<file path="config.mk">
export PLATFORM = sky130hd
export DESIGN_NAME = image_header_size_parser_top
export DESIGN_NICKNAME = d
export VERILOG_FILES = /design/src/hw/rtl/ihsp_pkg.sv /design/src/hw/rtl/ihsp_front.sv /design/src/hw/rtl/ihsp_queue.sv /design/src/hw/rtl/ihsp_back.sv /design/src/hw/rtl/image_header_size_parser_top.sv
export SDC_FILE = /design/constraint.sdc
export NUM_CORES = 1
export LEC_CHECK = 0
export BUFFER_PORTS_ARGS = -buffer_cell sky130_fd_sc_hd__buf_4
export CORE_ASPECT_RATIO = 1.1
export CORE_MARGIN = 3
export CORE_UTILIZATION = 41
export CTS_BUF_LIST = sky130_fd_sc_hd__clkbuf_4 sky130_fd_sc_hd__clkbuf_8
export DETAILED_ROUTE_END_ITERATION = 7
export PLACE_DENSITY_LB_ADDON = 0.15
export SLEW_MARGIN = 5
export SYNTH_ARGS = -nofsm -noshare
export SYNTH_HDL_FRONTEND = slang
export SYNTH_SLANG_ARGS = --single-unit
</file>
<file path="constraint.sdc">
create_clock -name clock -period 8.3 [get_ports clock]
set_input_delay 0.83 -clock clock [delete_from_list [all_inputs] [get_ports clock]]
set_output_delay 0.83 -clock clock [all_outputs]
set_load 0.1 [all_outputs]
</file>
<file path="src/hw/rtl/ihsp_pkg.sv">
// Package for the image header size parser: window sizing, format codes,
// the queue entry passed from front to back, and marker classification.
// No dependencies.
package ihsp_pkg;

   localparam int HEADER_WINDOW_BYTES = 1024;
   localparam int POS_W               = $clog2(HEADER_WINDOW_BYTES + 1);
   localparam int SCAN_W              = $clog2(HEADER_WINDOW_BYTES + 65538);
   localparam int PNG_MIN_BYTES       = 24;
   localparam int QUEUE_DEPTH         = 4;
   localparam int QPTR_W              = $clog2(QUEUE_DEPTH);
   localparam int QCNT_W              = $clog2(QUEUE_DEPTH + 1);

   localparam logic [7:0] PNG_FIRST_BYTE = 8'h89;
   localparam logic [7:0] MARKER_PREFIX  = 8'hFF;
   localparam logic [7:0] JPEG_SOI       = 8'hD8;
   localparam logic [7:0] MARKER_TEM     = 8'h01;
   localparam logic [7:0] MARKER_RST0    = 8'hD0;
   localparam logic [7:0] MARKER_EOI     = 8'hD9;
   localparam logic [7:0] MARKER_SOF0    = 8'hC0;
   localparam logic [7:0] MARKER_SOF15   = 8'hCF;
   localparam logic [7:0] MARKER_DHT     = 8'hC4;
   localparam logic [7:0] MARKER_JPG     = 8'hC8;
   localparam logic [7:0] MARKER_DAC     = 8'hCC;

   localparam logic [7:0] PNG_MAGIC [8] = '{8'h89, 8'h50, 8'h4E, 8'h47,
                                            8'h0D, 8'h0A, 8'h1A, 8'h0A};
   localparam logic [7:0] IHDR_TAG  [4] = '{8'h49, 8'h48, 8'h44, 8'h52};

   typedef enum logic [1:0] {
      FMT_UNKNOWN = 2'd0,
      FMT_PNG     = 2'd1,
      FMT_JPEG    = 2'd2,
      FMT_OTHER   = 2'd3
   } fmt_type;

   typedef struct packed {
      logic [7:0]       data;
      logic             last;
      logic [POS_W-1:0] pos;
      logic             in_window;
      logic             png_len_ok;
      logic             standalone;
      logic             sof;
   } entry_type;

   typedef struct packed {
      logic      valid;
      entry_type entry;
   } qhead_type;

   function automatic logic is_standalone(input logic [7:0] m);
      return (m == MARKER_PREFIX) || (m == MARKER_TEM) ||
             ((m >= MARKER_RST0) && (m <= MARKER_EOI));
   endfunction

   function automatic logic is_sof(input logic [7:0] m);
      return (m >= MARKER_SOF0) && (m <= MARKER_SOF15) &&
             (m != MARKER_DHT) && (m != MARKER_JPG) && (m != MARKER_DAC);
   endfunction

endpackage

</file>
<file path="src/hw/rtl/ihsp_front.sv">
// Front end: counts byte positions inside the header window and tags each
// accepted byte with position and marker class for the back end.
// Depends on ihsp_pkg.
module ihsp_front (
   input  logic                clock,
   input  logic                reset,
   input  logic                push_ok,
   input  logic [7:0]          data_byte,
   input  logic                last_byte,
   output ihsp_pkg::entry_type entry
);

   logic [ihsp_pkg::POS_W-1:0] pos_ff, pos_in;
   logic                       in_window;

   assign in_window = pos_ff != ihsp_pkg::POS_W'(ihsp_pkg::HEADER_WINDOW_BYTES);

   always_comb begin
      pos_in = pos_ff;
      if (push_ok) begin
         if (last_byte) begin
            pos_in = '0;
         end else if (in_window) begin
            pos_in = pos_ff + 1'b1;
         end
      end
   end

   always_ff @(posedge clock) begin
      if (reset) begin
         pos_ff <= '0;
      end else begin
         pos_ff <= pos_in;
      end
   end

   always_comb begin
      entry.data       = data_byte;
      entry.last       = last_byte;
      entry.pos        = pos_ff;
      entry.in_window  = in_window;
      entry.png_len_ok = !in_window ||
                         (pos_ff >= ihsp_pkg::POS_W'(ihsp_pkg::PNG_MIN_BYTES - 1));
      entry.standalone = ihsp_pkg::is_standalone(data_byte);
      entry.sof        = ihsp_pkg::is_sof(data_byte);
   end

endmodule

</file>
<file path="src/hw/rtl/ihsp_queue.sv">
// Short request queue decoupling the front end from the back end.
// Depends on ihsp_pkg.
module ihsp_queue (
   input  logic                clock,
   input  logic                reset,
   input  logic                push,
   input  ihsp_pkg::entry_type push_entry,
   output logic                full,
   input  logic                pop,
   output ihsp_pkg::qhead_type head
);

   ihsp_pkg::entry_type         slot_ff [ihsp_pkg::QUEUE_DEPTH];
   logic [ihsp_pkg::QPTR_W-1:0] wr_ptr_ff, wr_ptr_in;
   logic [ihsp_pkg::QPTR_W-1:0] rd_ptr_ff, rd_ptr_in;
   logic [ihsp_pkg::QCNT_W-1:0] count_ff, count_in;
   logic                        do_push, do_pop;

   assign full    = count_ff == ihsp_pkg::QCNT_W'(ihsp_pkg::QUEUE_DEPTH);
   assign do_push = push && !full;
   assign do_pop  = pop && (count_ff != '0);

   assign head.valid = count_ff != '0;
   assign head.entry = slot_ff[rd_ptr_ff];

   always_comb begin
      wr_ptr_in = do_push ? wr_ptr_ff + 1'b1 : wr_ptr_ff;
      rd_ptr_in = do_pop ? rd_ptr_ff + 1'b1 : rd_ptr_ff;
      count_in  = count_ff;
      if (do_push && !do_pop) begin
         count_in = count_ff + 1'b1;
      end else if (do_pop && !do_push) begin
         count_in = count_ff - 1'b1;
      end
   end

   always_ff @(posedge clock) begin
      if (reset) begin
         wr_ptr_ff <= '0;
         rd_ptr_ff <= '0;
         count_ff  <= '0;
      end else begin
         wr_ptr_ff <= wr_ptr_in;
         rd_ptr_ff <= rd_ptr_in;
         count_ff  <= count_in;
      end
   end

   always_ff @(posedge clock) begin
      if (do_push) begin
         slot_ff[wr_ptr_ff] <= push_entry;
      end
   end

   a_count_bound: assert property (@(posedge clock) disable iff (reset)
      count_ff <= ihsp_pkg::QCNT_W'(ihsp_pkg::QUEUE_DEPTH))
      else $error("queue count exceeds depth");

   a_count_track: assert property (@(posedge clock) disable iff (reset)
      (do_push && !do_pop) |=> (count_ff == $past(count_ff) + 1'b1))
      else $error("queue count did not advance on push");

endmodule

</file>
<file path="src/hw/rtl/ihsp_back.sv">
// Back end: PNG signature check, JPEG marker walk and the result register.
// Depends on ihsp_pkg.
module ihsp_back (
   input  logic                clock,
   input  logic                reset,
   input  ihsp_pkg::qhead_type head,
   output logic                pop,
   output logic                rsp_empty,
   input  logic                rsp_pop,
   output logic [31:0]         rsp_image_width,
   output logic [31:0]         rsp_image_height,
   output logic                rsp_size_found
);

   localparam int SCAN_W = ihsp_pkg::SCAN_W;

   ihsp_pkg::fmt_type   fmt_ff, fmt_in;
   logic                sig_ff, sig_in;
   logic [SCAN_W-1:0]   next_ff, next_in;
   logic [7:0]          len_hi_ff, len_hi_in;
   logic [31:0]         width_ff, width_in;
   logic [31:0]         height_ff, height_in;
   logic                sof_ff, sof_in;
   logic                stop_ff, stop_in;
   logic                rsp_valid_ff, rsp_valid_in;
   logic [31:0]         rsp_width_ff, rsp_width_in;
   logic [31:0]         rsp_height_ff, rsp_height_in;
   logic                rsp_found_ff, rsp_found_in;

   ihsp_pkg::entry_type e;
   ihsp_pkg::fmt_type   fmt_n;
   logic                sig_n, sof_n, stop_n;
   logic [SCAN_W-1:0]   next_n;
   logic [7:0]          len_hi_n;
   logic [31:0]         width_n, height_n;
   logic [SCAN_W-1:0]   pos_ext, diff;
   logic                walk_act, found_raw, found;
   logic [15:0]         seg_len;
   logic [31:0]         res_w, res_h;

   assign e         = head.entry;
   assign pop       = head.valid && (!e.last || !rsp_valid_ff || rsp_pop);
   assign rsp_empty = !rsp_valid_ff;
   assign pos_ext   = SCAN_W'(e.pos);
   assign diff      = pos_ext - next_ff;
   assign seg_len   = {len_hi_ff, e.data};
   assign walk_act  = !stop_ff && (pos_ext >= next_ff) && (diff <= SCAN_W'(9));

   always_comb begin
      fmt_n    = fmt_ff;
      sig_n    = sig_ff;
      next_n   = next_ff;
      len_hi_n = len_hi_ff;
      width_n  = width_ff;
      height_n = height_ff;
      sof_n    = sof_ff;
      stop_n   = stop_ff;
      if (e.in_window) begin
         if (e.pos == '0) begin
            if (e.data == ihsp_pkg::PNG_FIRST_BYTE) begin
               fmt_n = ihsp_pkg::FMT_PNG;
            end else if (e.data == ihsp_pkg::MARKER_PREFIX) begin
               fmt_n = ihsp_pkg::FMT_JPEG;
            end else begin
               fmt_n = ihsp_pkg::FMT_OTHER;
            end
         end else if (fmt_ff == ihsp_pkg::FMT_PNG) begin
            if (e.pos < ihsp_pkg::POS_W'(8)) begin
               if (e.data != ihsp_pkg::PNG_MAGIC[e.pos[2:0]]) begin
                  sig_n = 1'b0;
               end
            end else if (e.pos >= ihsp_pkg::POS_W'(12) && e.pos < ihsp_pkg::POS_W'(16)) begin
               if (e.data != ihsp_pkg::IHDR_TAG[e.pos[1:0]]) begin
                  sig_n = 1'b0;
               end
            end else if (e.pos >= ihsp_pkg::POS_W'(16) && e.pos < ihsp_pkg::POS_W'(20)) begin
               width_n = {width_ff[23:0], e.data};
            end else if (e.pos >= ihsp_pkg::POS_W'(20) && e.pos < ihsp_pkg::POS_W'(24)) begin
               height_n = {height_ff[23:0], e.data};
            end
         end else if (fmt_ff == ihsp_pkg::FMT_JPEG) begin
            if (e.pos == ihsp_pkg::POS_W'(1)) begin
               if (e.data != ihsp_pkg::JPEG_SOI) begin
                  fmt_n = ihsp_pkg::FMT_OTHER;
               end
            end else if (walk_act) begin
               case (diff[3:0])
                  4'd0: begin
                     if (e.data != ihsp_pkg::MARKER_PREFIX) begin
                        next_n = pos_ext + 1'b1;
                     end
                  end
                  4'd1: begin
                     if (e.standalone) begin
                        next_n = next_ff + SCAN_W'(2);
                     end else if (e.sof) begin
                        sof_n = 1'b1;
                     end
                  end
                  4'd2: begin
                     if (!sof_ff) begin
                        len_hi_n = e.data;
                     end
                  end
                  4'd3: begin
                     if (!sof_ff) begin
                        if (seg_len < 16'd2) begin
                           stop_n = 1'b1;
                        end else begin
                           next_n = next_ff + SCAN_W'(seg_len) + SCAN_W'(2);
                        end
                     end
                  end
                  4'd5: begin
                     if (sof_ff) begin
                        height_n = {16'h0, e.data, 8'h0};
                     end
                  end
                  4'd6: begin
                     if (sof_ff) begin
                        height_n = height_ff | {24'h0, e.data};
                     end
                  end
                  4'd7: begin
                     if (sof_ff) begin
                        width_n = {16'h0, e.data, 8'h0};
                     end
                  end
                  4'd8: begin
                     if (sof_ff) begin
                        width_n = width_ff | {24'h0, e.data};
                     end
                  end
                  4'd9: begin
                     if (sof_ff) begin
                        sof_n  = 1'b0;
                        stop_n = 1'b1;
                     end
                  end
                  default: begin
                  end
               endcase
            end
         end
      end
   end

   always_comb begin
      found_raw = ((fmt_n == ihsp_pkg::FMT_PNG) && sig_n && e.png_len_ok) ||
                  ((fmt_n == ihsp_pkg::FMT_JPEG) && stop_n && !sof_n);
      found     = found_raw && (width_n != '0) && (height_n != '0);
      res_w     = found ? width_n : '0;
      res_h     = found ? height_n : '0;
   end

   always_comb begin
      fmt_in    = fmt_ff;
      sig_in    = sig_ff;
      next_in   = next_ff;
      len_hi_in = len_hi_ff;
      width_in  = width_ff;
      height_in = height_ff;
      sof_in    = sof_ff;
      stop_in   = stop_ff;
      if (pop) begin
         if (e.last) begin
            fmt_in    = ihsp_pkg::FMT_UNKNOWN;
            sig_in    = 1'b1;
            next_in   = SCAN_W'(2);
            len_hi_in = '0;
            width_in  = '0;
            height_in = '0;
            sof_in    = 1'b0;
            stop_in   = 1'b0;
         end else begin
            fmt_in    = fmt_n;
            sig_in    = sig_n;
            next_in   = next_n;
            len_hi_in = len_hi_n;
            width_in  = width_n;
            height_in = height_n;
            sof_in    = sof_n;
            stop_in   = stop_n;
         end
      end
   end

   always_comb begin
      rsp_valid_in  = rsp_pop ? 1'b0 : rsp_valid_ff;
      rsp_width_in  = rsp_width_ff;
      rsp_height_in = rsp_height_ff;
      rsp_found_in  = rsp_found_ff;
      if (pop && e.last) begin
         rsp_valid_in  = 1'b1;
         rsp_width_in  = res_w;
         rsp_height_in = res_h;
         rsp_found_in  = found;
      end
   end

   always_ff @(posedge clock) begin
      if (reset) begin
         fmt_ff       <= ihsp_pkg::FMT_UNKNOWN;
         sig_ff       <= 1'b1;
         next_ff      <= SCAN_W'(2);
         len_hi_ff    <= '0;
         width_ff     <= '0;
         height_ff    <= '0;
         sof_ff       <= 1'b0;
         stop_ff      <= 1'b0;
         rsp_valid_ff <= 1'b0;
      end else begin
         fmt_ff       <= fmt_in;
         sig_ff       <= sig_in;
         next_ff      <= next_in;
         len_hi_ff    <= len_hi_in;
         width_ff     <= width_in;
         height_ff    <= height_in;
         sof_ff       <= sof_in;
         stop_ff      <= stop_in;
         rsp_valid_ff <= rsp_valid_in;
      end
   end

   always_ff @(posedge clock) begin
      rsp_width_ff  <= rsp_width_in;
      rsp_height_ff <= rsp_height_in;
      rsp_found_ff  <= rsp_found_in;
   end

   assign rsp_image_width  = rsp_width_ff;
   assign rsp_image_height = rsp_height_ff;
   assign rsp_size_found   = rsp_found_ff;

   a_sof_in_walk: assert property (@(posedge clock) disable iff (reset)
      sof_ff |-> (fmt_ff == ihsp_pkg::FMT_JPEG) && !stop_ff)
      else $error("SOF pending outside an active JPEG walk");

   a_stop_jpeg: assert property (@(posedge clock) disable iff (reset)
      stop_ff |-> (fmt_ff == ihsp_pkg::FMT_JPEG))
      else $error("walk stopped outside JPEG");

   a_found_nonzero: assert property (@(posedge clock) disable iff (reset)
      (rsp_valid_ff && rsp_found_ff) |-> (rsp_width_ff != '0) && (rsp_height_ff != '0))
      else $error("size reported found with a zero dimension");

   a_no_overwrite: assert property (@(posedge clock) disable iff (reset)
      (rsp_valid_ff && !rsp_pop) |-> !(pop && e.last))
      else $error("result overwritten before it was taken");

endmodule

</file>
<file path="src/hw/rtl/image_header_size_parser_top.sv">
// Top level of the image header size parser.
// Instantiates ihsp_front, ihsp_queue and ihsp_back; depends on ihsp_pkg.
//
// One file byte enters per cycle through the push/full queue interface while
// the queue is not full; the byte flagged last produces exactly one result
// (width, height, found flag) on the pop/empty interface. A four-entry request
// queue separates the byte tagging front end from the parse back end, and the
// back end retires one byte per cycle, so sustained throughput is one byte per
// clock whenever results are popped as they appear. Only the first 1024 bytes
// of each file are parsed.
module image_header_size_parser_top (
   input  logic        clock,
   input  logic        reset,
   input  logic        req_push,
   output logic        req_full,
   input  logic [7:0]  req_data_byte,
   input  logic        req_last_byte,
   output logic        rsp_empty,
   input  logic        rsp_pop,
   output logic [31:0] rsp_image_width,
   output logic [31:0] rsp_image_height,
   output logic        rsp_size_found
);

   ihsp_pkg::entry_type entry;
   ihsp_pkg::qhead_type head;
   logic                push_ok;
   logic                back_pop;

   assign push_ok = req_push && !req_full;

   ihsp_front u_front (
      .clock     (clock),
      .reset     (reset),
      .push_ok   (push_ok),
      .data_byte (req_data_byte),
      .last_byte (req_last_byte),
      .entry     (entry)
   );

   ihsp_queue u_queue (
      .clock      (clock),
      .reset      (reset),
      .push       (req_push),
      .push_entry (entry),
      .full       (req_full),
      .pop        (back_pop),
      .head       (head)
   );

   ihsp_back u_back (
      .clock            (clock),
      .reset            (reset),
      .head             (head),
      .pop              (back_pop),
      .rsp_empty        (rsp_empty),
      .rsp_pop          (rsp_pop),
      .rsp_image_width  (rsp_image_width),
      .rsp_image_height (rsp_image_height),
      .rsp_size_found   (rsp_size_found)
   );

endmodule

</file>
== Word level (Yosys, flattened, before mapping) ==
Memory sizes are Yosys's and may differ from the RTL's. A register that Yosys moved wholly into a read port is not among the register bits.
Cells that the tools add are included.
Widths: inputs -> output; s select.
Operators by class
  $add $sub $neg: 10
  $lt $le $gt $ge: 17
  equality and inequality tests: 34
  multiplexer cells: 101
  bitwise logic cells: 4
  reductions and logical operators: 52
Operator list (count)
  $mux 32: 25
  $mux 17: 11
  $pmux 32 s2: 2
  $mux 8: 13
  $or 32x8->32: 2
  $reduce_bool 32->1: 2
  $pmux 17 s3: 1
  $ne 8x8->1 const B: 5
  $add 17x2->17 const B: 2
  $ge 11x5->1 const B: 3
  $lt 11x5->1 const B: 3
  $mux 1: 32
  $eq 8x8->1 const B: 3
  $logic_and 1x1->1: 22
  $mux 11: 2
  $mux 2: 10
  $add 17x16->17: 1
  $ge 11x17->1: 1
  $le 17x4->1 const B: 1
  $sub 11x17->17: 1
  $bmux 8 s2: 1
  $ge 8x8->1 const B: 2
  $le 8x8->1 const B: 2
  $lt 16x2->1 const B: 1
  39 further kinds: 70
Word-level totals
  bits in registers: 178
  bits in writable memories: 96
  bits in read-only memories: 64
  input bits: 13
  output and inout bits: 67
  memories kept: 2
Memories
  u_queue.slot_ff: depth 4, width 24, rd ports 1, clocked after Yosys merged registers in 1, wr ports 1, RTL line ihsp_queue.sv:13  | ihsp_pkg::entry_type slot_ff [ihsp_pkg::QUEUE_DEPTH];
  (name not given): depth 8, width 8, rd ports 1, clocked after Yosys merged registers in 0, wr ports 0, RTL line ihsp_back.sv:69  | if (e.data != ihsp_pkg::PNG_MAGIC[e.pos[2:0]]) begin

== Longest topological paths before layout ==
Gate-level depths: netlist (run 1).
  depth in word-level cells: 16
  gate-level depth with buffers: 23
  depth with buffers taken out: 20

== Modules after synthesis ==
Synthesis (run 1) repeated with hierarchy kept, for this count alone.
Second synthesis, totals
  cell total of the unflattened synthesis: 1578
  area total of the unflattened synthesis: 15596.2 sq um
Modules (own cells, without submodules)
  ihsp_back: instances 1, cells each 1295, area each 10775.3 sq um, seq. area each 3853.7 sq um
  ihsp_queue: instances 1, cells each 174, area each 3978.8 sq um, seq. area each 3062.9 sq um
  ihsp_front: instances 1, cells each 108, area each 828.3 sq um, seq. area each 220.2 sq um
  image_header_size_parser_top: instances 1, cells each 1, area each 13.8 sq um, seq. area each 0.0 sq um

== Worst setup path after synthesis (run 1) ==
Ideal clock, no wire load.
  path kind: reg2reg
  from: register (tool-made name)
  to: register u_back.len_hi_ff[5]
  library setup time: 65 ps
  arrival: 8184 ps
  required time: 8235 ps
  slack: 51 ps
  cell stages (with the launch flop): 12
  buffers on the path: 4
  period minus slack after synthesis: 8249 ps
  cell sequence: dfxtp_1 > buf_6 > buf_2 > buf_1 > mux4_2 > inv_1 > nor3_1 > o22ai_1 > clkbuf_1 > nor3b_1 > a21oi_1 > nor2_1
RTL lines
  end signal, assigned: RTL line ihsp_back.sv:216  | len_hi_ff <= len_hi_in;
  end, declared: RTL line ihsp_back.sv:20  | logic [7:0] len_hi_ff, len_hi_in;

==> metrics.md, run 1 <==
| Metric | Value |
|---|---|
| Mux share of post-synthesis cell area | 0.0460 |
| Max incr delay on CP | 0.75 ns |
| FP Rows | 72 |
| Sequential cell fraction of total power | 0.296 |
| Number of synthesized flops with an enable pin | 161 |
| Post-CTS Resized | 0 |
| Sequential area share after synthesis | 0.476 |
| Vias in the first global route | 12112 |
| Post-CTS Setup Inserts | 0 |
| Synth Instances | 1516 |
| Crit path kind | flop to flop |
| Hold Path Class | flop to flop |
| Compound-Gate Fraction of Synth Area | 0.176 |
| Arrival time at the worst endpoint | 7.23 ns |
| Yosys cell types | 78 |
| I/O pin count | 80 |
| Cell internal pwr | 3.19 mW |
| Initial antenna violation count | 0 |
| Max Cap Violations | 0 |
| Syn nets | 1586 |
| Full die area | 38900 µm² |
| CTS root buf | clkbuf_8 |
| Drt wl/cell | 21.1 µm |
| Dpl cells | 2015 |
| DRC errors left | 0 |
| CORE AREA | 35600 µm² |
| Worst skew pair latency | 0.58 ns |
| Part of the power in combinational logic | 0.480 |
| Tmin final | 6.95 ns |
| Slew @ Worst Pin | 1.05 ns |
| Pre-CTS worst setup slack | 1.39 ns |
| First-pass GRT wire length | 69600 µm |
| Critical path required time | 8.59 ns |
| Critical path endpoint category | flop |
| Share of post-route cells with drive strength above 1 | 0.143 |
| Ys Warns | 0 |
| # diodes | 0 |
| Fin. max-slew vios | 0 |
| DRT Wirelength | 44400 µm |
| Max Clock Freq | 0.144 GHz |
| Post-Layout Cell Count | 2101 |
| Overall Global Routing Usage | 0.225 |
| Final nets | 1653 |
| Worst hold slack | 0.482 ns |
| Slowest stage cell, crit path | mux4_2 |
| Pwr dens | 351 nW/µm² |
| Syn Std Cell Area | 15000 µm² |
| TritonCTS clock tree | done |
| Clk sinks | 276 |
| Hold-fix buffers, CTS | 0 |
| CP top delay family | simple AND/OR/NAND/NOR gates |
| Total CTS buffers | 46 |
| Htree depth | 2 |
| Post-synthesis xor/xnor area fraction | 0.0362 |
| Gpl congestion | 0.937 |
| Setup WS post-layout | 1.35 ns |
| Clock Tree Buf Depth | 3 |
| Chip width | 188 µm |
| Sw Share | 0.469 |
| Synth Area in Adders | 0.0491 |
| Syn_area_per_cell | 9.89 µm² |
| Status | finished, final reports clean |
| Hold Fails Final Rpt | 0 |
| First-pass DRT Iterations | 6 |
| Peak supply drop | 0.000181 V |
| DRT iter0 DRCs | 1212 |
| Die height | 207 µm |
| HP Start | u_back.sig_ff$_SDFFE_PP1P_ |
| Total grt overflow | 0 |
| Starting Density | 0.421 |
| Total negative setup slack | 0 ns |
| Clock power share | 0.224 |
| PortBufs | 79 |
| Final period utilization | 0.837 |
| Post-synthesis simple-gate area fraction | 0.178 |
| Largest family of logic cells by synthesized area | simple AND/OR/NAND/NOR gates |
| Synth Flop Type | edfxtp_1 |
| DR vias/cell | 5.94 |
| Largest net degree at the start of global routing | 81 |
| Layout overhead on the synthesized area | 14.2% |
| Dpl hpwl | 30700 µm |
| Worst-path clk slew | 0.06 ns |
| Leakage power | 6.14 nW |
| Crit path cell chain | mux4_2 > ha_1 > nor2b_1 > o2111a_1 > a211oi_1 > or4_1 > a211oi_1 > and4_1 > buf_4 > nand3_1 > a21oi_1 > o221ai_1 > or4_1 > o32ai_4 > buf_4 > nor3_1 |
| Setup crit start kind | flop |
| Switching power | 2.82 mW |
| Vias | 12487 |
| Worst Skew | 0.0281 ns |
| Setup violations, final | 0 |
| Unrepaired setup endpoints after global routing | false |
| Seq cells post-synth | 276 |
| Headroom to the max-slew limit | 0.299 |
| Antenna-violating nets left | 0 |
| Peak fanout along the critical path | 65 |
| Crit path buffers/inverters | 2 |
| Ys async rst share | 0 |
-- cell usage in the layout, fill, tap and decap left out, types with 53 or more instances in the layout --
cell type  instances
ha_1              54
clkbuf_8          55
nor2_1           209
a22oi_1           82
a21oi_1           74
o21ai_0           53
edfxtp_1         161
nand2_1          109
buf_4            108
dfxtp_1          114
-- metal layers --
metal	vias to the layer above	global-route usage	part of all wire
met2	431	0.384	0.48
met1	6097	0.295	0.43
met5	-	0	0
li1	5864	-	-
met4	0	0.0841	0.033
met3	95	0.0292	0.050
-- sequential cells by signal (all words and copies together) (netlist names), 2 cells and up, named ones only --
signal	cells
u_back.len_hi_ff	8
u_queue.wr_ptr_ff	2
u_front.pos_ff	11
u_back.width_ff	32
u_back.rsp_image_height	32
u_queue.slot_ff	96
u_back.height_ff	32
u_queue.rd_ptr_ff	2
u_back.rsp_image_width	32
u_back.next_ff	17
u_queue.count_ff	3
u_back.fmt_ff	2
-- kinds of logic (layout without fill, tap and decap cells) --
group           Yosys count  in the layout
simple gates            557            557
compound gates          381            381
flops                   276            276
buf+inv                 141            245
xor+xnor                 62             62
fa+ha+maj                57             57
mux                      42             42
-- cells in the mapped netlist (all sizes together), types with 6 or more instances --
master	instances	area, µm²
nor3	50	255
o2111ai	8	70.1
a22oi	82	616
o211ai	6	45.0
a211oi	6	45.0
nor3b	17	128
nand4	28	175
nand2	109	409
a32oi	9	78.8
xnor2	32	280
and2	15	93.8
o21ai	55	275
nand2b	8	50.1
buf	18	105
ha	54	676
nor4	23	150
a2bb2oi	7	61.3
a21oi	74	370
o221ai	10	87.6
or4	14	105
nor2b	15	93.8
o31a	9	78.8
mux4	21	473
nor2	210	788
xor2	30	263
mux2i	16	160
and3	11	68.8
clkbuf	71	267
nand3	31	155
o22ai	16	100
a21o	12	90.1
edfxtp	161	4830
a22o	8	70.1
inv	51	191
a31oi	18	113
or2	6	37.5
dfxtp	115	2300
-- tightest hold or removal path, delay by kind of cell (launching register included) --
kind	cells	cell delay (ns)
and+or+nand+nor	2	0.13
DFF	1	0.31
-- metrics by stage --
step           cell area, µm²  utilization  total power [mW]
2_1_floorplan           15000            -              3.94
3_3_place_gp            16100        0.451              4.66
3_5_place_dp            16100        0.451              4.67
4_1_cts                 17100        0.481              6.02
5_1_grt                 17100        0.481              6.31
6_report                17100        0.481              6.01
-- area by class of cell --
class | count | area (µm²)
clock buffer | 69 | 862
clock inverter | 16 | 188
fill | 3348 | 18500
inverter | 52 | 195
multi-input combinational | 1099 | 7310
sequential | 276 | 7140
tap | 481 | 602
timing repair buffer | 108 | 811
-- worst paths after layout --
path / cells after the start / endpoint / slack, ns
max: 16 / u_back.rsp_image_height[20]$_SDFFCE_PN0P_ / 1.35
min: 2 / u_back.sig_ff$_SDFFE_PP1P_ / 0.48
max reg2reg: 16 / u_back.rsp_image_height[20]$_SDFFCE_PN0P_ / 1.35
min reg2reg: 2 / u_back.sig_ff$_SDFFE_PP1P_ / 0.48
-- power by group through the flow --
stage / Combinational (mW) / Sequential [mW] / Clock [mW]
finish: 2.88 / 1.78 / 1.35
CTS: 2.87 / 1.78 / 1.38
global placement: 2.85 / 1.81 / 0
floorplan: 1.40 / 2.55 / 0
global route: 3.07 / 1.80 / 1.44
detailed placement: 2.86 / 1.81 / 0
(Power assumes the default switching activity.)
==> run 2: changes to the inputs <==
==> constraint.sdc (replaced) <==
create_clock -name clock -period 6.1 [get_ports clock]
set_input_delay 0.61 -clock clock [delete_from_list [all_inputs] [get_ports clock]]
set_output_delay 0.61 -clock clock [all_outputs]
set_load 0.1 [all_outputs]
==> metrics.md, run 2 (synthesized netlist as in run 1, its figures left out) <==
| Metric | Value |
|---|---|
| DRT iter0 DRCs | 1069 (was 1212) |
| First-pass DRT Iterations | 6 (unchanged) |
| Clock Tree Buf Depth | 3 (unchanged) |
| Total CTS buffers | 48 (was 46) |
| Final core occ | 0.486 (was 0.481) |
| Htree depth | 2 (unchanged) |
| Status | finished, final reports clean (unchanged) |
| Max incr delay on CP | 0.59 ns (was 0.75 ns) |
| Leakage power | 6.27 nW (was 6.14 nW) |
| Pre-CTS worst setup slack | 0.406 ns (was 1.39 ns) |
| Vias | 12561 (was 12487) |
| Hold Path Class | input pin to flop (was flop to flop) |
| Fill cell count | 3367 (was 3348) |
| Reg2reg end | u_back.rsp_image_width[9]$_SDFFCE_PN0P_ (was u_back.rsp_image_height[20]$_SDFFCE_PN0P_) |
| Starting Density | 0.421 (unchanged) |
| Total Power | 8.21 mW (was 6.01 mW) |
| R2R Setup Slk | 0.42 ns (was 1.35 ns) |
| Commonest non-fill, non-tap cell in the layout | nor2_1 (unchanged) |
| HP Start | req_data_byte[0] (was u_back.sig_ff$_SDFFE_PP1P_) |
| Tmin final | 5.68 ns (was 6.95 ns) |
| DRT Wirelength | 44400 µm (about the same) |
| Hold Fails Final Rpt | 0 (unchanged) |
| Max Clock Freq | 0.176 GHz (was 0.144 GHz) |
| Unrepaired setup endpoints after global routing | false (unchanged) |
| Fin. max-slew vios | 0 (unchanged) |
| Full die area | 38900 µm² (unchanged) |
| Crit path kind | flop to flop (unchanged) |
| Final period utilization | 0.930 (was 0.837) |
| Max Cap Violations | 0 (unchanged) |
| # diodes | 0 (unchanged) |
| Most frequent cells in the layout | nor2_1, edfxtp_1, buf_4 (was nor2_1, edfxtp_1, dfxtp_1) |
| Worst-path clk slew | 0.06 ns (about the same) |
| Layout overhead on the synthesized area | 15.3% (was 14.2%) |
| Critical path endpoint category | flop (unchanged) |
| Top reg by flops | u_queue.slot_ff (unchanged) |
| Setup violations, final | 0 (unchanged) |
| PortBufs | 79 (unchanged) |
| Dpl hpwl | 31100 µm (was 30700 µm) |
| Arrival time at the worst endpoint | 5.97 ns (was 7.23 ns) |
| Dpl cells | 2041 (was 2015) |
| First-pass GRT wire length | 69400 µm (was 69600 µm) |
| Die height | 207 µm (unchanged) |
| CTS root buf | clkbuf_8 (unchanged) |
| Gpl congestion | 0.935 (was 0.937) |
| Placed cell areas | 16300 µm² (was 16100 µm²) |
| Clk sinks | 276 (unchanged) |
| Post-CTS Setup Inserts | 0 (unchanged) |
| DR vias/cell | 5.89 (was 5.94) |
| Peak supply drop | 0.000238 V (was 0.000181 V) |
| Total grt overflow | 0 (unchanged) |
| Peak fanout along the critical path | 65 (unchanged) |
| Headroom to the max-slew limit | 0.228 (was 0.299) |
| FP Rows | 72 (unchanged) |
| CORE AREA | 35600 µm² (unchanged) |
| Initial antenna violation count | 0 (unchanged) |
| Worst skew pair latency | 0.60 ns (was 0.58 ns) |
| Vias in the first global route | 12270 (was 12112) |
| Worst Skew | 0.0349 ns (was 0.0281 ns) |
| Critical path required time | 6.39 ns (was 8.59 ns) |
| Setup crit start kind | flop (unchanged) |
| Max FFs per register | 96 (unchanged) |
| Final nets | 1680 (was 1653) |
| TritonCTS clock tree | done (unchanged) |
| Setup WS post-layout | 0.424 ns (was 1.35 ns) |
| Total negative setup slack | 0 ns (unchanged) |
| Crit path cell chain | mux4_2 > inv_1 > ha_1 > fa_1 > nor2b_1 > o2111a_1 > a211oi_1 > or4_1 > a211oi_1 > buf_4 > and4_1 > buf_4 > nand3_1 > o22ai_1 > a2bb2oi_1 > or4_1 > o32ai_4 > buf_12 > nor2_1 (was mux4_2 > ha_1 > nor2b_1 > o2111a_1 > a211oi_1 > or4_1 > a211oi_1 > and4_1 > buf_4 > nand3_1 > a21oi_1 > o221ai_1 > or4_1 > o32ai_4 > buf_4 > nor3_1) |
| Hold EP | u_queue.slot_ff[1][16]$_DFFE_PP_ (was u_back.sig_ff$_SDFFE_PP1P_) |
| Worst R2R Path Depth | 19 (was 16) |
| Slew @ Worst Pin | 1.16 ns (was 1.05 ns) |
| Worst hold slack | 0.260 ns (was 0.482 ns) |
| I/O pin count | 80 (unchanged) |
| Post-Layout Cell Count | 2131 (was 2101) |
| Overall Global Routing Usage | 0.224 (was 0.225) |
| Fin area | 17300 µm² (was 17100 µm²) |
| Share of post-route cells with drive strength above 1 | 0.159 (was 0.143) |
| Drt wl/cell | 20.9 µm (was 21.1 µm) |
| Antenna-violating nets left | 0 (unchanged) |
| Hold path cells | 1 (was 2) |
| Slowest stage cell, crit path | or4_1 (was mux4_2) |
| DRC errors left | 0 (unchanged) |
| Largest net degree at the start of global routing | 66 (was 81) |
| Pwr dens | 475 nW/µm² (was 351 nW/µm²) |
| Chip width | 188 µm (unchanged) |
-- run 2: cell count changes in the layout (fill, tap and decap cells not counted), sizes merged --
cell | previous run | this run
buf | 108 | 133
clkbuf | 69 | 72
clkinv | 12 | 15
bufinv | 4 | 2
inv | 51 | 52
-- run 2: worst max path at each step --
stage                                                      to  cells past startpoint  startpoint
floorplan           u_back.rsp_image_height[19]$_SDFFCE_PN0P_                     20        flop
global placement      u_back.rsp_image_width[9]$_SDFFCE_PN0P_                     19        flop
detailed placement  u_back.rsp_image_height[29]$_SDFFCE_PN0P_                     19        flop
CTS                   u_back.rsp_image_width[9]$_SDFFCE_PN0P_                     19        flop
global route        u_back.rsp_image_height[20]$_SDFFCE_PN0P_                     19        flop
finish                u_back.rsp_image_width[9]$_SDFFCE_PN0P_                     19        flop
-- run 2: power breakdown --
group	switching [mW]	internal (mW)
Clock	0.772	0.987
Sequential	0.118	2.28
Combinational	3.00	1.06
-- run 2: what timing repair did --
item,4_1_cts,5_1_grt
setup endpoints to repair,0,65
resized for setup,0,1
hold buffers,0,0
-- run 2: critical path, delay by kind of cell (launching register included) --
kind / cells / cell delay (ns)
compound gates: 6 / 1.26
fa+ha+maj: 2 / 0.65
buf+inv: 4 / 0.78
flops: 1 / 0.53
mux: 1 / 0.37
simple gates: 6 / 1.78
-- run 2: routing by layer --
layer,GRT usage,wire [µm],up-vias,part of all wire
li1,-,-,5917,-
met1,0.287,18900,6088,0.42
met2,0.381,21200,448,0.48
met3,0.0377,2610,108,0.059
met4,0.0931,1740,0,0.039
met5,0,0,-,0
-- run 2: cell type report --
class                   count  area, µm²  share of cell area
clock buffers              72        853              0.0494
clock inverters            18        151             0.00876
inverters                  52        195              0.0113
multi-input cells        1099       7320               0.424
flip-flops and latches    276       7140               0.413
well taps                 481        602              0.0348
repair buffers            133       1020              0.0592
==> run 3: changes to the inputs <==
--- a/config.mk
+++ b/config.mk
@@ -5,13 +5,14 @@
 export SDC_FILE = /design/constraint.sdc
 export NUM_CORES = 1
 export LEC_CHECK = 0
-export BUFFER_PORTS_ARGS = -buffer_cell sky130_fd_sc_hd__buf_4
 export CORE_ASPECT_RATIO = 1.1
 export CORE_MARGIN = 3
 export CORE_UTILIZATION = 41
 export CTS_BUF_LIST = sky130_fd_sc_hd__clkbuf_4 sky130_fd_sc_hd__clkbuf_8
 export DETAILED_ROUTE_END_ITERATION = 7
+export DONT_BUFFER_PORTS = 1
 export PLACE_DENSITY_LB_ADDON = 0.15
+export SKIP_CTS_REPAIR_TIMING = 1
 export SLEW_MARGIN = 5
 export SYNTH_ARGS = -nofsm -noshare
 export SYNTH_HDL_FRONTEND = slang
==> metrics.md, run 3 (synthesized netlist as in run 1, its figures left out) <==
| Metric | Value |
|---|---|
| Worst-path clk slew | 0.08 ns (was 0.06 ns) |
| Total grt overflow | 0 (unchanged) |
| Leakage power | 5.91 nW (was 6.27 nW) |
| Max FFs per register | 96 (unchanged) |
| Layout overhead on the synthesized area | 12.1% (was 15.3%) |
| Headroom to the max-slew limit | 0.182 (was 0.228) |
| Total Power | 8.09 mW (was 8.21 mW) |
| PortBufs | 0 (was 79) |
| Total CTS buffers | 47 (was 48) |
| Unrepaired setup endpoints after global routing | false (unchanged) |
| Slowest stage cell, crit path | mux4_2 (was or4_1) |
| Vias | 12287 (was 12561) |
| Commonest non-fill, non-tap cell in the layout | nor2_1 (unchanged) |
| Setup crit start kind | flop (unchanged) |
| Vias in the first global route | 11877 (was 12270) |
| DRT Wirelength | 45000 µm (was 44400 µm) |
| Overall Global Routing Usage | 0.226 (was 0.224) |
| Worst R2R Path Depth | 18 (was 19) |
| Peak supply drop | 0.000269 V (was 0.000238 V) |
| DR vias/cell | 5.99 (was 5.89) |
| Max Cap Violations | 0 (unchanged) |
| CTS root buf | clkbuf_8 (unchanged) |
| Worst Skew | 0.0411 ns (was 0.0349 ns) |
| Worst Setup EP | u_back.rsp_image_height[25]$_SDFFCE_PN0P_ (was u_back.rsp_image_width[9]$_SDFFCE_PN0P_) |
| Initial antenna violation count | 0 (unchanged) |
| Hold Path Class | input pin to flop (unchanged) |
| Total negative setup slack | 0 ns (unchanged) |
| Drt wl/cell | 22.0 µm (was 20.9 µm) |
| Gpl congestion | 0.904 (was 0.935) |
| Peak fanout along the critical path | 16 (was 65) |
| Crit path kind | flop to flop (unchanged) |
| First-pass GRT wire length | 69400 µm (about the same) |
| I/O pin count | 80 (unchanged) |
| Status | finished, final reports clean (unchanged) |
| Clock Tree Buf Depth | 3 (unchanged) |
| Htree depth | 2 (unchanged) |
| Dpl hpwl | 30500 µm (was 31100 µm) |
| Setup WS post-layout | 0.334 ns (was 0.424 ns) |
| TritonCTS clock tree | done (unchanged) |
| Clk sinks | 276 (unchanged) |
| Pwr dens | 482 nW/µm² (was 475 nW/µm²) |
| Full die area | 38900 µm² (unchanged) |
| Die height | 207 µm (unchanged) |
| Chip width | 188 µm (unchanged) |
| Hold path cells | 1 (unchanged) |
| First-pass DRT Iterations | 5 (was 6) |
| Reg2reg end | u_back.rsp_image_height[25]$_SDFFCE_PN0P_ (was u_back.rsp_image_width[9]$_SDFFCE_PN0P_) |
| Antenna-violating nets left | 0 (unchanged) |
| Share of post-route cells with drive strength above 1 | 0.119 (was 0.159) |
| Pre-CTS worst setup slack | 0.184 ns (was 0.406 ns) |
| Worst hold slack | 0.125 ns (was 0.260 ns) |
| Max Clock Freq | 0.173 GHz (was 0.176 GHz) |
| Setup violations, final | 0 (unchanged) |
| Tmin final | 5.77 ns (was 5.68 ns) |
| Critical path required time | 6.41 ns (was 6.39 ns) |
| Max incr delay on CP | 0.58 ns (was 0.59 ns) |
| Final nets | 1601 (was 1680) |
| Worst skew pair latency | 0.59 ns (was 0.60 ns) |
| Hold Fails Final Rpt | 0 (unchanged) |
| Crit path cell chain | buf_6 > mux4_2 > ha_1 > a21o_1 > a2111o_1 > a211oi_1 > o311ai_0 > a211oi_2 > buf_4 > nand2_1 > or4_1 > o311a_1 > a2111o_1 > or4_1 > o32ai_4 > buf_4 > buf_6 > nor3b_1 (was mux4_2 > inv_1 > ha_1 > fa_1 > nor2b_1 > o2111a_1 > a211oi_1 > or4_1 > a211oi_1 > buf_4 > and4_1 > buf_4 > nand3_1 > o22ai_1 > a2bb2oi_1 > or4_1 > o32ai_4 > buf_12 > nor2_1) |
| Fin. max-slew vios | 0 (unchanged) |
| Critical path endpoint category | flop (unchanged) |
| Most frequent cells in the layout | nor2_1, edfxtp_1, dfxtp_1 (was nor2_1, edfxtp_1, buf_4) |
| Fill cell count | 3396 (was 3367) |
| CORE AREA | 35600 µm² (unchanged) |
| R2R Setup Slk | 0.33 ns (was 0.42 ns) |
| DRT iter0 DRCs | 1119 (was 1069) |
| Post-Layout Cell Count | 2052 (was 2131) |
| FP Rows | 72 (unchanged) |
| Slew @ Worst Pin | 1.23 ns (was 1.16 ns) |
| Top reg by flops | u_queue.slot_ff (unchanged) |
| Dpl cells | 1957 (was 2041) |
| Starting Density | 0.421 (unchanged) |
| Arrival time at the worst endpoint | 6.07 ns (was 5.97 ns) |
| DRC errors left | 0 (unchanged) |
| Largest net degree at the start of global routing | 103 (was 66) |
| Final period utilization | 0.945 (was 0.930) |
## run 3: cell count changes in the layout (fill, tap and decap cells not counted), moves of 2 or more
cell and delta:
clkbuf_8 +2, buf_4 -82, bufinv_16 +2, buf_6 +3, clkinv_1 +2, clkbuf_4 -6, clkbuf_16 +2
## run 3: how the worst min path moves through the flow
stage | from | to | slack (ns)
after floorplan | u_back.sig_ff$_SDFFE_PP1P_ | u_back.sig_ff$_SDFFE_PP1P_ | 0.43
after global routing | req_data_byte[4] | u_queue.slot_ff[0][20]$_DFFE_PP_ | 0.09
after CTS | reset | u_back.width_ff[4]$_SDFFE_PP0P_ | 0.07
after global placement | u_back.sig_ff$_SDFFE_PP1P_ | u_back.sig_ff$_SDFFE_PP1P_ | 0.45
after detailed placement | u_back.sig_ff$_SDFFE_PP1P_ | u_back.sig_ff$_SDFFE_PP1P_ | 0.47
final | reset | u_back.width_ff[4]$_SDFFE_PP0P_ | 0.12
## run 3: worst max-delay path, delay by kind of cell, from the launching register on
family                   cells  cell delay [ns]
AND/OR/NAND/NOR              4             1.13
multiplexers                 1             0.58
buffers and inverters        4             0.78
adder cells (fa/ha/maj)      1             0.37
AO/OA/AOI/OAI                8             2.23
flip-flops                   1             0.40
## run 3: routing by layer
metal,part of all wire,global-route usage
met2,0.48,0.374
met5,0,0
met3,0.058,0.0431
met4,0.039,0.0902
met1,0.43,0.293
## run 3: report_power, final
group	switching (mW)	total [mW]	internal, mW
Clock	0.763	1.82	1.06
Sequential	1.15	3.45	2.29
Combinational	1.94	2.82	0.889
## run 3: cell type report
type / count / area, µm² / area share
multi-input combinational: 1099 / 7350 / 0.438
sequential: 276 / 7140 / 0.425
clock buffer: 68 / 836 / 0.0498
tap: 481 / 602 / 0.0358
timing repair buffer: 55 / 472 / 0.0281
clock inverter: 20 / 200 / 0.0119
inverter: 52 / 195 / 0.0116
antenna: 1 / 2.50 / 0.000149
## run 3: through the flow
stage                     cell area, µm²  utilization
after detailed placement           15700        0.440
after floorplan                    15000            -
after CTS                          16700        0.469
final                              16800        0.472
after global routing               16800        0.472
after global placement             15700        0.440
